===== config.mk =====
export PLATFORM = sky130hd
export DESIGN_NAME = pwa_mac
export DESIGN_NICKNAME = d
export VERILOG_FILES = /design/src/rtl/core/pwa_pkg.sv /design/src/rtl/core/pwa_mac.sv
export SDC_FILE = /design/constraint.sdc
export NUM_CORES = 2
export LEC_CHECK = 0
export ABC_AREA = 1
export BUFFER_PORTS_ARGS = -buffer_cell sky130_fd_sc_hd__buf_2
export CAP_MARGIN = 20
export CORE_ASPECT_RATIO = 0.9
export CORE_MARGIN = 2
export CORE_UTILIZATION = 60
export DETAILED_ROUTE_END_ITERATION = 16
export GPL_TIMING_DRIVEN = 0
export PLACE_DENSITY = 0.73
export SKIP_LAST_GASP = 1
export SLEW_MARGIN = 30
export SYNTH_ARGS = -nofsm -noshare
export SYNTH_HDL_FRONTEND = slang
export SYNTH_SLANG_ARGS = --single-unit

===== constraint.sdc =====
create_clock -name clk -period 9.9 [get_ports clk]
set_input_delay 0.495 -clock clk [delete_from_list [all_inputs] [get_ports clk]]
set_output_delay 0.495 -clock clk [all_outputs]
set_load 0.02 [all_outputs]

===== src/rtl/core/pwa_pkg.sv =====
package pwa_pkg;

  // Default configuration limits
  localparam int DEF_MAX_LENGTH_LOG2 = 10;
  localparam int DEF_MAX_TAPS        = 32;

  // Field widths
  localparam int FUNC_W     = 2;
  localparam int CIDX_W     = 5;
  localparam int COEF_W     = 18;
  localparam int SMP_W      = 24;
  localparam int RIDX_W     = 10;
  localparam int WORD_W     = 32;
  localparam int CFG_IDX_W  = 2;
  localparam int CFG_DATA_W = 6;
  localparam int LEN_REG_W  = 4;
  localparam int LEV_REG_W  = 4;
  localparam int TAPS_REG_W = 6;

  // Operation codes
  localparam logic [FUNC_W-1:0] FUNC_LOAD = 2'd0;
  localparam logic [FUNC_W-1:0] FUNC_PUSH = 2'd1;
  localparam logic [FUNC_W-1:0] FUNC_READ = 2'd2;

  // Register indexes
  localparam logic [CFG_IDX_W-1:0] REG_LENGTH_LOG2 = 2'd0;
  localparam logic [CFG_IDX_W-1:0] REG_LEVELS      = 2'd1;
  localparam logic [CFG_IDX_W-1:0] REG_TAPS        = 2'd2;

  // Register reset values
  localparam logic [LEN_REG_W-1:0]  RST_LENGTH_LOG2 = 4'd10;
  localparam logic [LEV_REG_W-1:0]  RST_LEVELS      = 4'd1;
  localparam logic [TAPS_REG_W-1:0] RST_TAPS        = 6'd4;

  // 1/sqrt2 in Q0.17 and the scaler's magnitude clamp
  localparam int MAG_W   = 48;
  localparam int K_W     = 17;
  localparam int SPROD_W = MAG_W + K_W;
  localparam logic [K_W-1:0] INV_SQRT2_Q17 = 17'd92682;

  typedef struct packed {
    logic issue;     // a tap/sample pair is being read this cycle
    logic neg;       // negate the highpass product of that pair
    logic clear;     // zero both accumulators
    logic scale_go;  // load the scaler product
    logic scale_hi;  // scaler takes the highpass accumulator
  } mac_ctl_t;

endpackage


===== src/rtl/core/pwa_mac.sv =====
module pwa_mac
  import pwa_pkg::*;
#(
  parameter int MAX_TAPS = DEF_MAX_TAPS
) (
  input  logic                     clk,
  input  logic                     rst_n,
  input  mac_ctl_t                 ctl,
  input  logic signed [COEF_W-1:0] tap_lo,
  input  logic signed [COEF_W-1:0] tap_hi,
  input  logic signed [WORD_W-1:0] x,
  output logic                     busy,
  output logic signed [WORD_W-1:0] result
);

  localparam int PW    = COEF_W + WORD_W;
  localparam int ACC_W = PW + $clog2(MAX_TAPS) + 1;

  logic                     v1_r, v2_r, neg1_r;
  logic signed [PW-1:0]     p_lo_r, p_hi_r;
  logic signed [ACC_W-1:0]  acc_lo_r, acc_hi_r;
  logic [SPROD_W-1:0]       sc_prod_r;
  logic                     sc_neg_r;

  logic signed [PW-1:0]     prod_lo, prod_hi, prod_hi_raw;
  logic signed [ACC_W-1:0]  acc_sel;
  logic [ACC_W-1:0]         mag;
  logic [MAG_W-1:0]         mag_c;
  logic                     sel_neg;
  logic [SPROD_W-1:0]       rnd;
  logic [WORD_W:0]          rmag;
  logic [WORD_W:0]          rneg;

  always_comb begin
    prod_lo     = tap_lo * x;
    prod_hi_raw = tap_hi * x;
    prod_hi     = neg1_r ? -prod_hi_raw : prod_hi_raw;
  end

  // Magnitude, clamp to 2^47, multiply by 1/sqrt2
  always_comb begin
    acc_sel = ctl.scale_hi ? acc_hi_r : acc_lo_r;
    sel_neg = acc_sel[ACC_W-1];
    mag     = sel_neg ? ACC_W'(-acc_sel) : ACC_W'(acc_sel);
    if (mag > (ACC_W'(1) << (MAG_W - 1))) begin
      mag_c = MAG_W'(1) << (MAG_W - 1);
    end else begin
      mag_c = mag[MAG_W-1:0];
    end
  end

  // Round half away from zero, restore sign, saturate
  always_comb begin
    rnd  = sc_prod_r + (SPROD_W'(1) << (WORD_W - 1));
    rmag = rnd[SPROD_W-1 -: (WORD_W + 1)];
    rneg = (WORD_W + 1)'(0) - rmag;
    if (sc_neg_r) begin
      if (rmag > ((WORD_W + 1)'(1) << (WORD_W - 1))) begin
        result = {1'b1, {(WORD_W - 1){1'b0}}};
      end else begin
        result = rneg[WORD_W-1:0];
      end
    end else begin
      if (rmag > (WORD_W + 1)'({1'b0, {(WORD_W - 1){1'b1}}})) begin
        result = {1'b0, {(WORD_W - 1){1'b1}}};
      end else begin
        result = rmag[WORD_W-1:0];
      end
    end
  end

  assign busy = v1_r | v2_r;

  always_ff @(posedge clk) begin
    if (!rst_n) begin
      v1_r <= 1'b0;
      v2_r <= 1'b0;
    end else begin
      v1_r <= ctl.issue;
      v2_r <= v1_r;
    end
  end

  always_ff @(posedge clk) begin
    neg1_r <= ctl.neg;
    p_lo_r <= prod_lo;
    p_hi_r <= prod_hi;
    if (ctl.clear) begin
      acc_lo_r <= '0;
      acc_hi_r <= '0;
    end else if (v2_r) begin
      acc_lo_r <= acc_lo_r + ACC_W'(p_lo_r);
      acc_hi_r <= acc_hi_r + ACC_W'(p_hi_r);
    end
    if (ctl.scale_go) begin
      sc_prod_r <= SPROD_W'(mag_c) * SPROD_W'(INV_SQRT2_Q17);
      sc_neg_r  <= sel_neg;
    end
  end

endmodule


==> metrics.yaml <==
dominantRegCellSynth: "dfxtp_1"
area_of_combinational_cells_with_multiple_inputs_mm2: 0.0569
place.port_buffers: 74
critPathCaptureType: "flip-flop"
clk_pin_slew_worst_paths_ns: 0.07
timing.hold.worst.class: "in -> reg"
fin_crit_sh_pct: 97.5
htree_num_levels: 1
cap_viol_max_count: 0
synth.cell_area_mm2: 0.0733
timing.critical_path.required_ns: 10.22
ios: 108
outcome: "completed"
clockRootBuffer: "clkbuf_16"
ys_seq_elements: 250
number_of_distinct_standard_cells_referenced_by_the_synthesized_netlist: 57
critPathMaxStageDelay_ns: 0.66
clk_latency_worst_skew_pair_ns: 0.61
setup.reg_to_reg.worst_slack_ns: 0.25
syn_avg_cell_area_um2: 7.29
grt_usage_pct: 42.7
cts-buffers-inserted: 26
initialDrtViolationCount: 7972
grt_setup_unrepaired: "yes"
critPathArrivalTime_ns: 9.97
final_area_mm2: 0.0768
worst_slew_margin_rel_pct: 19.5
cp_slowest_cell: "xor2_1"
place_congestion: 1.08
dpl-instance-area_mm2: 0.0757
design.final.nets: 12153
hpwlAfterDp_um: 226000
clock.fmax_ghz: 0.104
synth_edf_count: 35
detailroute.via_count: 67249
grt_start_max_net_pins: 36
numPlacedInstances: 11727
finalNonFillerCells: 11782
wl_um: 262000
post_cts_hold_fix_bufs: 0
filler_instances: 11224
async_reset_ff_share_pct: 0
period_minus_slack_ns: 9.65
numClockSinks: 250
critical-path-top-delay-family: "adder cells"
synthesis.instances: 10051
critPathLaunchType: "flip-flop"
via_count_of_the_first_global_routing_pass: 67017
synthDominantAreaCellType: "fa_1"
yosys_warnings: 0
setup_tns_ns: 0
fin_worst_skew_ns: 0.0357
path_max_fanout: 10
area.sequential_mm2: 0.00536
number_of_antenna_violations_at_the_first_check_in_global_routing: 13
post-route-drc-count: 0
rows: 121
cpMostUsedCell: "nand2_1"
core_area_mm2: 0.121
detail_route.wl_per_cell_um: 22.3
detail_route.vias_per_cell: 5.71
layout-area-overhead-vs-synth_pct: 4.70
die-area_mm2: 0.125
cts_tree: "built"
report.final.slew_viol_count: 0
clk_path_buf_depth: 3
yosys-top-cells-area: "fa_1 (36%), inv_1 (13%), nand2_1 (12%), ha_1 (11%), dfxtp_1 (5.9%)"
setup_viols_final: 0
count_of_antenna_violating_nets_left_after_detailed_routing: 0
worst_pin_slew_ns: 1.21
drive_gt1_share_pct: 2.84
sequential_element_share_of_the_synthesized_area_pct: 7.30
die_x_extent_um: 372
initial_core_utilization_pct: 60.5
tritonroute_pass_1_iters: 8
hold_viol_final: 0
worstPathBufferInverterCount: 6
syn-num-nets: 12045
die_height_um: 336
grt_overflow_total: 0
critPathKind: "reg -> reg"
synth.top_cell.area_share_pct: 35.5
grt_first_pass_wirelength_um: 400000
## metal layers
layer  share of wire [%]  up-vias  GRT usage, %
li1                    -    30085             -
met1                  41    32384          61.3
met2                  40     4069          59.8
met3                  14      697          14.0
met4                 4.7       14          15.7
met5               0.053        -         0.432
## state kept, by name, indices dropped and copies added, names as in the netlist, 34 cells and up
signal and cells:
acc_hi_r 56, acc_lo_r 56, p_hi_r 50, p_lo_r 50, sc_prod_r 34
## layout by cell type (no fill, tap or decap), drive strengths merged, types with 6 or more instances in the layout
cell type	n
o2111ai	9
nor2	678
or2	33
clkinv	12
o221ai	6
a31o	7
ha	618
a21oi	454
nand4	69
xnor2	119
a21boi	10
nand2	2387
o21bai	21
nand3	247
a211oi	9
o21ai	332
a21o	29
inv	2647
a31oi	93
o31ai	6
nand3b	15
and3	8
edfxtp	35
o211ai	32
fa	1301
a221oi	7
nor3	75
nor4	19
o21a	31
clkbuf	306
buf	123
dfxtp	215
xor2	217
## layout make-up
class / instances / share of cell area (%)
clock inverter: 16 / 0.187
timing repair buffer: 80 / 0.551
clock buffer: 32 / 0.944
inverter: 2644 / 12.9
multi-input combinational: 6840 / 74.1
buffer: 317 / 1.69
sequential: 250 / 6.98
tap: 1599 / 2.61
antenna: 4 / 0.0130
## synth_stat cells (all sizes together), types with 31 or more instances
cell    instances
xnor2         119
o21ai         332
o211ai         32
inv          2640
o21a           31
a31oi          93
xor2          217
nand4          69
ha            618
nand2        2387
buf            43
nand3         247
nor2          678
clkbuf        274
a21oi         454
nor3           75
or2            33
dfxtp         215
fa           1301
edfxtp         35
## cells by family after synthesis
| family | synth area share (%) |
|---|---|
| and+or+nand+nor | 19.3 |
| buffers and inverters | 15.3 |
| adders and majority gates | 46.1 |
| AOI/OAI and AO/OA | 7.99 |
| xor gates and xnor gates | 4.03 |
| DFF | 7.30 |
## worst reg2reg max path, delay by kind of cell (launching register included)
family / cells / cell delay [ns]
AOI/OAI and AO/OA: 5 / 1.35
and+or+nand+nor: 17 / 2.71
DFF: 1 / 0.33
adders and majority gates: 8 / 3.08
buffers and inverters: 6 / 0.84
xor gates and xnor gates: 3 / 1.08
## final timing paths
check,from,to,depth (start not counted)
worst max-delay path,acc_lo_r[0],sc_prod_r[54],39
worst min-delay path,ctl[3],neg1_r,1
worst max register to register,acc_lo_r[0],sc_prod_r[54],39
worst min register to register,v1_r,v2_r,2
## through the flow
step           worst slack (ns)  util (%)  hold slack, ns
6_report                  0.246      63.4          0.0167
5_1_grt                 -0.0812      63.4          0.0235
4_1_cts                 -0.0138      63.3          0.0162
3_5_place_dp             -0.725      62.5           0.424
3_3_place_gp             -0.632      62.5           0.426
2_1_floorplan              1.86         -           0.400
## repair_timing
item	4_1_cts	5_1_grt
setup buffers	0	3
resized for setup	4	23
endpoints found under the hold margin	0	0
pin swaps	0	1
endpoints found under the setup margin	14	32
Power is not shown: default switching activity piles up to over one toggle a cycle in this logic, so the estimate is an artifact.
